`config.mk`:
```
export PLATFORM = sky130hd
export DESIGN_NAME = bitplane_playfield_pixel_generator_flat
export DESIGN_NICKNAME = d
export VERILOG_FILES = /design/src/design/bppg_pkg.sv /design/src/design/bppg_channels.sv /design/src/design/bitplane_playfield_pixel_generator.sv /design/src/flat_wrapper.sv
export VERILOG_INCLUDE_DIRS = /design/src /design/src/design
export SDC_FILE = /design/constraint.sdc
export NUM_CORES = 1
export LEC_CHECK = 0
export ABC_AREA = 1
export BUFFER_PORTS_ARGS = -buffer_cell sky130_fd_sc_hd__buf_2
export CELL_PAD_IN_SITES_DETAIL_PLACEMENT = 0
export CELL_PAD_IN_SITES_GLOBAL_PLACEMENT = 1
export CORE_UTILIZATION = 24
export CTS_CLUSTER_DIAMETER = 60
export DETAILED_ROUTE_END_ITERATION = 8
export PLACE_DENSITY = 0.52
export SYNTH_ARGS = -nofsm -noshare
export SYNTH_HDL_FRONTEND = slang
export SYNTH_SLANG_ARGS = --single-unit
```
`constraint.sdc`:
```
create_clock -name clk -period 3.55 [get_ports clk]
set_input_delay 0.1775 -clock clk [delete_from_list [all_inputs] [get_ports clk]]
set_output_delay 0.1775 -clock clk [all_outputs]
set_load 0.005 [all_outputs]
```
`src/design/bitplane_playfield_pixel_generator_macros.svh`:
```
// Assertion macros shared by the pixel generator RTL.
// Included by the top level; expects signals clk and rst_n in scope.
`ifndef BITPLANE_PLAYFIELD_PIXEL_GENERATOR_MACROS_SVH
`define BITPLANE_PLAYFIELD_PIXEL_GENERATOR_MACROS_SVH

// Same-cycle implication, disabled while reset is held.
`define BPPG_ASSERT_IMP(label, ante, cons, msg) \
  label: assert property (@(posedge clk) disable iff (!rst_n) (ante) |-> (cons)) \
    else $error(msg);

// Next-cycle implication, disabled while reset is held.
`define BPPG_ASSERT_NXT(label, ante, cons, msg) \
  label: assert property (@(posedge clk) disable iff (!rst_n) (ante) |=> (cons)) \
    else $error(msg);

`endif

```
`src/design/bppg_pkg.sv`:
```
// Package for the bitplane playfield pixel generator: sizes, codes and helpers.
// Used by the channel interfaces and the top level.
`timescale 1ns / 1ps

package bppg_pkg;

  localparam int MAX_PLANES      = 6;
  localparam int PALETTE_SIZE    = 32;
  localparam int PIXELS_PER_WORD = 16;

  localparam int PAL_AW      = $clog2(PALETTE_SIZE);
  localparam int SLOT_W      = $clog2(PIXELS_PER_WORD);
  localparam int PLANE_CNT_W = $clog2(MAX_PLANES + 1);
  localparam int PF_W        = (MAX_PLANES + 1) / 2;
  localparam int PF2_OFFSET  = 8;

  localparam int COLOR_W    = 12;
  localparam int WORD_W     = 16;
  localparam int RGB_W      = 24;
  localparam int TARGET_W   = 5;
  localparam int CFG_IDX_W  = 2;
  localparam int CFG_DATA_W = 3;

  typedef enum logic {
    ACT_PALETTE = 1'b0,
    ACT_PLANE   = 1'b1
  } action_t;

  typedef enum logic [CFG_IDX_W-1:0] {
    REG_PLANES    = 2'd0,
    REG_DUAL      = 2'd1,
    REG_PF2_FIRST = 2'd2
  } cfg_reg_t;

  // Each 4-bit component is repeated into both nibbles of its byte.
  function automatic logic [RGB_W-1:0] expand_rgb(input logic [COLOR_W-1:0] c);
    expand_rgb = {c[11:8], c[11:8], c[7:4], c[7:4], c[3:0], c[3:0]};
  endfunction

endpackage

```
`src/design/bppg_channels.sv`:
```
// Valid/ready channel interfaces for the pixel generator: request input,
// pixel output and configuration write. Depends on bppg_pkg.
`timescale 1ns / 1ps

interface bppg_in_if import bppg_pkg::*; ();
  logic                valid;
  logic                ready;
  action_t             action;
  logic [TARGET_W-1:0] target;
  logic [WORD_W-1:0]   value;

  modport source (output valid, action, target, value, input ready);
  modport sink (input valid, action, target, value, output ready);
endinterface

interface bppg_out_if import bppg_pkg::*; ();
  logic              valid;
  logic              ready;
  logic [RGB_W-1:0]  pixel_rgb;
  logic [SLOT_W-1:0] pixel_slot;
  logic              last_pixel;

  modport source (output valid, pixel_rgb, pixel_slot, last_pixel, input ready);
  modport sink (input valid, pixel_rgb, pixel_slot, last_pixel, output ready);
endinterface

interface bppg_cfg_if import bppg_pkg::*; ();
  logic                  valid;
  logic                  ready;
  logic [CFG_IDX_W-1:0]  index;
  logic [CFG_DATA_W-1:0] data;

  modport source (output valid, index, data, input ready);
  modport sink (input valid, index, data, output ready);
endinterface

```
`src/design/bitplane_playfield_pixel_generator.sv`:
```
// Top level of the bitplane playfield pixel generator.
// Depends on bppg_pkg, the channel interfaces and the assertion macro header.
`timescale 1ns / 1ps
`include "bitplane_playfield_pixel_generator_macros.svh"

// Palette writes and writes to the other planes are taken while idle and give no pixels.
// A write to an enabled plane 0 starts a run of sixteen pixels, leftmost first: one
// palette memory read per cycle while the output drains; each pixel passes
// through the palette read register and then the output register, and a
// stalled output holds the run in place.
// New requests are refused from the plane-0 write until the last pixel of its
// run has moved into the output register. After reset every palette entry
// reads as zero until written.
module bitplane_playfield_pixel_generator import bppg_pkg::*; (
  input  logic        clk,
  input  logic        rst_n,
  bppg_in_if.sink     in_ch,
  bppg_out_if.source  out_ch,
  bppg_cfg_if.sink    cfg_ch
);

  localparam logic [SLOT_W-1:0] LAST_SLOT = SLOT_W'(PIXELS_PER_WORD - 1);
  localparam int IDX_W = (MAX_PLANES > PAL_AW) ? MAX_PLANES : PAL_AW;

  logic [2:0]             planes_r;
  logic                   dual_r;
  logic                   pf2_first_r;

  logic [WORD_W-1:0]      plane_r [MAX_PLANES];
  logic [COLOR_W-1:0]     pal_mem [PALETTE_SIZE];
  logic [PALETTE_SIZE-1:0] pal_valid_r;

  logic                   running_r, running_nxt;
  logic [SLOT_W-1:0]      slot_r, slot_nxt;
  logic                   pend_r, pend_nxt;
  logic [SLOT_W-1:0]      pend_slot_r;
  logic [COLOR_W-1:0]     rd_color_r;
  logic                   rd_valid_r;

  logic                   out_valid_r, out_valid_nxt;
  logic [RGB_W-1:0]       out_rgb_r;
  logic [SLOT_W-1:0]      out_slot_r;
  logic                   out_last_r;

  logic [PLANE_CNT_W-1:0] eff_planes;
  logic                   in_fire;
  logic                   pal_we;
  logic                   plane_we;
  logic                   start;
  logic                   load;
  logic                   issue;
  logic [MAX_PLANES-1:0]  bit_vec;
  logic [PF_W-1:0]        pf1;
  logic [PF_W-1:0]        pf2;
  logic [IDX_W-1:0]       idx_wide;
  logic [PAL_AW-1:0]      rd_addr;

  assign cfg_ch.ready = 1'b1;

  always_ff @(posedge clk) begin
    if (!rst_n) begin
      planes_r    <= '0;
      dual_r      <= 1'b0;
      pf2_first_r <= 1'b0;
    end else if (cfg_ch.valid) begin
      unique case (cfg_reg_t'(cfg_ch.index))
        REG_PLANES:    planes_r    <= cfg_ch.data;
        REG_DUAL:      dual_r      <= cfg_ch.data[0];
        REG_PF2_FIRST: pf2_first_r <= cfg_ch.data[0];
        default: ;
      endcase
    end
  end

  assign eff_planes = (32'(planes_r) > MAX_PLANES) ? PLANE_CNT_W'(MAX_PLANES)
                                                   : PLANE_CNT_W'(planes_r);

  assign in_ch.ready = !running_r && !pend_r;
  assign in_fire     = in_ch.valid && in_ch.ready;
  assign pal_we      = in_fire && (in_ch.action == ACT_PALETTE)
                       && (32'(in_ch.target) < PALETTE_SIZE);
  assign plane_we    = in_fire && (in_ch.action == ACT_PLANE)
                       && (32'(in_ch.target) < 32'(eff_planes));
  assign start       = plane_we && (in_ch.target == '0);

  always_ff @(posedge clk) begin
    for (int j = 0; j < MAX_PLANES; j++) begin
      if (!rst_n) begin
        plane_r[j] <= '0;
      end else if (plane_we && (32'(in_ch.target) == j)) begin
        plane_r[j] <= in_ch.value;
      end
    end
  end

  always_comb begin
    for (int j = 0; j < MAX_PLANES; j++) begin
      bit_vec[j] = (j < 32'(eff_planes)) && plane_r[j][LAST_SLOT - slot_r];
    end
    for (int k = 0; k < PF_W; k++) begin
      pf1[k] = bit_vec[2 * k];
      pf2[k] = (2 * k + 1 < MAX_PLANES) ? bit_vec[2 * k + 1] : 1'b0;
    end
  end

  assign idx_wide = IDX_W'(bit_vec);

  always_comb begin
    if (!dual_r) begin
      rd_addr = idx_wide[PAL_AW-1:0];
    end else if (pf1 == '0 && pf2 == '0) begin
      rd_addr = '0;
    end else if (pf2_first_r ? (pf2 != '0) : (pf1 == '0)) begin
      rd_addr = PAL_AW'(pf2) + PAL_AW'(PF2_OFFSET);
    end else begin
      rd_addr = PAL_AW'(pf1);
    end
  end

  assign load  = pend_r && (!out_valid_r || out_ch.ready);
  assign issue = running_r && (!pend_r || load);

  always_comb begin
    running_nxt = running_r;
    slot_nxt    = slot_r;
    if (start) begin
      running_nxt = 1'b1;
      slot_nxt    = '0;
    end else if (issue) begin
      slot_nxt = slot_r + 1'b1;
      if (slot_r == LAST_SLOT) begin
        running_nxt = 1'b0;
      end
    end
  end

  always_comb begin
    pend_nxt = pend_r;
    if (issue) begin
      pend_nxt = 1'b1;
    end else if (load) begin
      pend_nxt = 1'b0;
    end
  end

  always_comb begin
    out_valid_nxt = out_valid_r;
    if (load) begin
      out_valid_nxt = 1'b1;
    end else if (out_ch.ready) begin
      out_valid_nxt = 1'b0;
    end
  end

  always_ff @(posedge clk) begin
    if (!rst_n) begin
      running_r   <= 1'b0;
      slot_r      <= '0;
      pend_r      <= 1'b0;
      out_valid_r <= 1'b0;
      pal_valid_r <= '0;
    end else begin
      running_r   <= running_nxt;
      slot_r      <= slot_nxt;
      pend_r      <= pend_nxt;
      out_valid_r <= out_valid_nxt;
      if (pal_we) begin
        pal_valid_r[in_ch.target[PAL_AW-1:0]] <= 1'b1;
      end
    end
  end

  always_ff @(posedge clk) begin
    if (pal_we) begin
      pal_mem[in_ch.target[PAL_AW-1:0]] <= in_ch.value[COLOR_W-1:0];
    end
    if (issue) begin
      rd_color_r  <= pal_mem[rd_addr];
      rd_valid_r  <= pal_valid_r[rd_addr];
      pend_slot_r <= slot_r;
    end
  end

  always_ff @(posedge clk) begin
    if (load) begin
      out_rgb_r  <= rd_valid_r ? expand_rgb(rd_color_r) : '0;
      out_slot_r <= pend_slot_r;
      out_last_r <= (pend_slot_r == LAST_SLOT);
    end
  end

  assign out_ch.valid      = out_valid_r;
  assign out_ch.pixel_rgb  = out_rgb_r;
  assign out_ch.pixel_slot = out_slot_r;
  assign out_ch.last_pixel = out_last_r;

  `BPPG_ASSERT_IMP(a_no_request_in_run, in_fire, !running_r && !pend_r, "request during run")
  `BPPG_ASSERT_NXT(a_start_slot, start, running_r && slot_r == '0, "run did not start at slot 0")
  `BPPG_ASSERT_NXT(a_run_ends, issue && slot_r == LAST_SLOT, !running_r && pend_r, "run end lost")
  `BPPG_ASSERT_NXT(a_pend_holds, pend_r && !load, pend_r && $stable(pend_slot_r), "read data lost")
  `BPPG_ASSERT_IMP(a_last_flag, out_valid_r, out_last_r == (out_slot_r == LAST_SLOT), "bad last flag")

endmodule
```
`src/flat_wrapper.sv`:
```
// flat-port wrapper written by rule: the top's interface ports become plain ports
module bitplane_playfield_pixel_generator_flat import bppg_pkg::*;
  (clk, rst_n, in_ch_valid, in_ch_action, in_ch_target, in_ch_value, in_ch_ready, out_ch_valid, out_ch_pixel_rgb, out_ch_pixel_slot, out_ch_last_pixel, out_ch_ready, cfg_ch_valid, cfg_ch_index, cfg_ch_data, cfg_ch_ready);
  bppg_in_if in_ch_i ();
  bppg_out_if out_ch_i ();
  bppg_cfg_if cfg_ch_i ();
  input  logic clk;
  input  logic rst_n;
  input wire logic [$bits(in_ch_i.valid)-1:0] in_ch_valid;
  input wire logic [$bits(in_ch_i.action)-1:0] in_ch_action;
  input wire logic [$bits(in_ch_i.target)-1:0] in_ch_target;
  input wire logic [$bits(in_ch_i.value)-1:0] in_ch_value;
  output wire logic [$bits(in_ch_i.ready)-1:0] in_ch_ready;
  output wire logic [$bits(out_ch_i.valid)-1:0] out_ch_valid;
  output wire logic [$bits(out_ch_i.pixel_rgb)-1:0] out_ch_pixel_rgb;
  output wire logic [$bits(out_ch_i.pixel_slot)-1:0] out_ch_pixel_slot;
  output wire logic [$bits(out_ch_i.last_pixel)-1:0] out_ch_last_pixel;
  input wire logic [$bits(out_ch_i.ready)-1:0] out_ch_ready;
  input wire logic [$bits(cfg_ch_i.valid)-1:0] cfg_ch_valid;
  input wire logic [$bits(cfg_ch_i.index)-1:0] cfg_ch_index;
  input wire logic [$bits(cfg_ch_i.data)-1:0] cfg_ch_data;
  output wire logic [$bits(cfg_ch_i.ready)-1:0] cfg_ch_ready;
  assign in_ch_i.valid = in_ch_valid;
  assign in_ch_i.action = in_ch_action;
  assign in_ch_i.target = in_ch_target;
  assign in_ch_i.value = in_ch_value;
  assign in_ch_ready = in_ch_i.ready;
  assign out_ch_valid = out_ch_i.valid;
  assign out_ch_pixel_rgb = out_ch_i.pixel_rgb;
  assign out_ch_pixel_slot = out_ch_i.pixel_slot;
  assign out_ch_last_pixel = out_ch_i.last_pixel;
  assign out_ch_i.ready = out_ch_ready;
  assign cfg_ch_i.valid = cfg_ch_valid;
  assign cfg_ch_i.index = cfg_ch_index;
  assign cfg_ch_i.data = cfg_ch_data;
  assign cfg_ch_ready = cfg_ch_i.ready;
  bitplane_playfield_pixel_generator u_core (.clk(clk), .rst_n(rst_n), .in_ch(in_ch_i), .out_ch(out_ch_i), .cfg_ch(cfg_ch_i));
endmodule
```
==> reports/metrics.cfg <==
[global_routing]
grt_pass1_wl_um=115000
grt.overflow.total=0
antenna_found_initial=8
grt.met2_usage_pct=25.1
use_met3_pct=2.48
grt_pass1_vias=17600
grt_max_degree=70
track_usage_pct=14.9
top_usage_layer=met2
use_met1_pct=19.4

[floorplanning]
initial_core_util_pct=24.4
fp.dieH_um=324
die_x_um=324
ios=64
rows=117
die_area_mm2=0.105
core_mm2=0.102

[setup_path]
path_max_fanout=53
crit_slowest_cell=dfxtp_4
r2r_slack_ns=0.27
critPathCaptureType=register
r2r_end=u_core.rd_color_r[10]
start_kind=register
cpPeakStageDelay_ns=0.43
crit_chain=buf_6, nand2_1, nand3_1, nand3_1, nand3_1, nand2_1, nand2_2, nand4_4, nand3_2, nand2_8, nand2_8, buf_16, buf_4, nand2_1, nand3_1, nand3_1, nand3_1, nand2_1, nand2_1, nand2_1
worstPathRequired_ns=3.94
critPathArrivalTime_ns=3.67
crit_type=reg2reg
rr_worst_depth=20
r2r-start=u_core.slot_r[0]

[detailed_routing]
drt_wl_total_um=77900
drcViolationCount=0
num_vias=17700
vias_per_cell=4.42
drt-pass1-iter-count=5
drt_iter0_markers=1330
wl_per_cell_um=19.5
ant_nets=0

[finish]
drive_gt1_share_pct=11.8
nets=2608
area_growth_pct=19.2

[synthesis]
synth-seq-cells=558
yosysWarnings=0
ys_types=35
synth_cells=2455
ys_seq_area_share_pct=65.5
syn-num-nets=2490
mappedNetlistArea_mm2=0.0249
synth.avg_cell_area_um2=10.2

[clock_network]
cts_buffer_depth=3
cts.clk_slew.worst_paths_ns=0.06
clk_latency_ns=0.63
clock-sinks=558
cts_tree=done
htreeDepth=3
post-cts-setup-buffers=0
root_buffer=clkbuf_16
numCtsBuffers=68

[timing]
max_freq_mhz=305
relSlewSlack_pct=35.2
hold_viol=0
final.min_clock_period_ns=3.28
rsz0062_at_grt=no
setup_viol=0
report.final.slew_viol_count=0
tightest_slew_ns=0.971
fin_worst_skew_ns=0.0331
timing.setup.tns_ns=0
post-route-period-util_pct=92.4

[power_and_ir_drop]
power_mw=15.6
peakVddDrop_mv=0.271
p_leak_nw=11.9
power_density_mw_per_mm2=524

[outcome]
status=finished clean

[job]
drv_cap=0

[hold_path]
whs_endpoint=u_core.pal_valid_r[8]
min_from=rst_n
hold_class=in2reg
holdPathStages=3

[placed_design]
hpwl_um=50600
portBuffers=62
place.gp.congestion=0.836

-- cells in the mapped netlist (all sizes together) --
| cell type | instances | area [µm²] |
|---|---|---|
| dfxtp | 44 | 881 |
| xor2 | 1 | 8.76 |
| a21boi | 2 | 15.0 |
| or2 | 2 | 12.5 |
| nor4 | 2 | 12.5 |
| ha | 3 | 37.5 |
| buf | 109 | 727 |
| clkbuf | 39 | 146 |
| nor2 | 216 | 826 |
| a21oi | 13 | 65.1 |
| inv | 305 | 1150 |
| o21ai | 17 | 85.1 |
| nor3 | 7 | 35.0 |
| nand2 | 589 | 2230 |
| a22oi | 1 | 12.5 |
| clkinv | 1 | 3.75 |
| conb | 1 | 3.75 |
| nand4 | 8 | 80.1 |
| nand3 | 490 | 2470 |
| a211oi | 1 | 7.51 |
| nand3b | 90 | 676 |
| edfxtp | 514 | 15400 |
-- routing by layer --
| layer | share of wire, % | routed length (µm) | vias to the layer above |
|---|---|---|---|
| met5 | 0.010 | 8 | - |
| met4 | 2.6 | 2010 | 2 |
| met3 | 4.6 | 3560 | 109 |
| met2 | 49 | 37900 | 388 |
| met1 | 44 | 34400 | 8779 |
| li1 | - | - | 8397 |
-- through the flow --
step           utilization, %  hold slack, ns  instance area, µm²  instances  setup slack [ns]
2_1_floorplan               -           0.276               24900       2455             0.826
3_3_place_gp             26.6           0.446               27300       3852             0.146
3_5_place_dp             26.6           0.445               27300       3852             0.119
4_1_cts                  29.0          0.0700               29700       3995             0.118
5_1_grt                  29.0           0.105               29700       3996            0.0344
6_report                 29.0           0.110               29700       3997             0.270
-- worst max-delay path by stage --
stage                                  to  cells past startpoint                from  slack, ns
floorplan           u_core.plane_r[0][16]                      5  u_core.planes_r[2]       0.83
global placement    u_core.rd_color_r[10]                     20    u_core.slot_r[0]       0.15
detailed placement  u_core.rd_color_r[10]                     20    u_core.slot_r[0]       0.12
CTS                 u_core.rd_color_r[10]                     20    u_core.slot_r[0]       0.12
global route        u_core.rd_color_r[10]                     22    u_core.slot_r[0]       0.03
finish              u_core.rd_color_r[10]                     20    u_core.slot_r[0]       0.27
-- state kept, by name, summed over array words and instances (netlist names) --
name,cells
u_core.pal_mem,384
u_core.plane_r,96
u_core.pal_valid_r,32
u_core.out_ch.pixel_rgb,12
u_core.rd_color_r,12
u_core.out_ch.pixel_slot,4
u_core.pend_slot_r,4
u_core.slot_r,4
u_core.planes_r,3
u_core.dual_r,1
u_core.out_ch.last_pixel,1
u_core.out_ch.valid,1
u_core.pend_r,1
u_core.pf2_first_r,1
u_core.rd_valid_r,1
u_core.running_r,1
-- layout make-up --
class / count / area, µm²
fillers: 10700 / 72600
clock inverters: 34 / 315
clock buffers: 90 / 1920
diodes: 2 / 5.00
repair buffers: 196 / 1660
flip-flops and latches: 558 / 16300
multi-input cells: 1443 / 6630
well taps: 1368 / 1710
inverters: 306 / 1160
-- worst max-delay path, delay by kind of cell (launching register included) --
kind          cells  cell delay [ns]
simple gates     17             1.88
buf+inv           3             0.70
flops             1             0.43
-- where the power goes --
part / switching, mW / internal, mW / leakage (nW)
combinational: 0.970 / 0.386 / 5.74
sequential: 0.0203 / 7.23 / 5.11
clock: 2.85 / 4.12 / 1.09
total: 3.83 / 11.7 / 11.9
-- cell families after synthesis --
| kind of cell | share of synthesized area (%) |
|---|---|
| AO/OA/AOI/OAI | 0.743 |
| XOR/XNOR | 0.0351 |
| adder cells (fa/ha/maj) | 0.151 |
| buffers and inverters | 8.14 |
| flip-flops | 65.5 |
| other | 0.0150 |
| AND/OR/NAND/NOR | 25.4 |
-- what timing repair did --
action / in CTS / in global routing
endpoints found under the hold margin: 54 / 0
hold buffers: 19 / 0
setup endpoints to repair: 0 / 10
gates resized for setup: 0 / 6
-- cell usage in the layout (no fill, tap or decap), drive strengths merged --
| cell type | Yosys | routed |
|---|---|---|
| clkinv | 1 | 21 |
| nand2 | 589 | 589 |
| edfxtp | 514 | 514 |
| clkbuf | 39 | 90 |
| dfxtp | 44 | 44 |
| o21ai | 17 | 17 |
| nand3b | 90 | 90 |
| inv | 305 | 311 |
| bufinv | 0 | 4 |
| a211oi | 1 | 1 |
| or2 | 2 | 2 |
| a21oi | 13 | 13 |
| nand4 | 8 | 8 |
| xor2 | 1 | 1 |
| a21boi | 2 | 2 |
| nor2 | 216 | 216 |
| nor4 | 2 | 2 |
| dlygate4sd3 | 0 | 19 |
| a22oi | 1 | 1 |
| clkinvlp | 0 | 4 |
| buf | 109 | 177 |
| ha | 3 | 3 |
| diode | 0 | 2 |
| conb | 1 | 1 |
| nor3 | 7 | 7 |
| nand3 | 490 | 490 |
No activity file was read; power rests on OpenSTA's default activity.
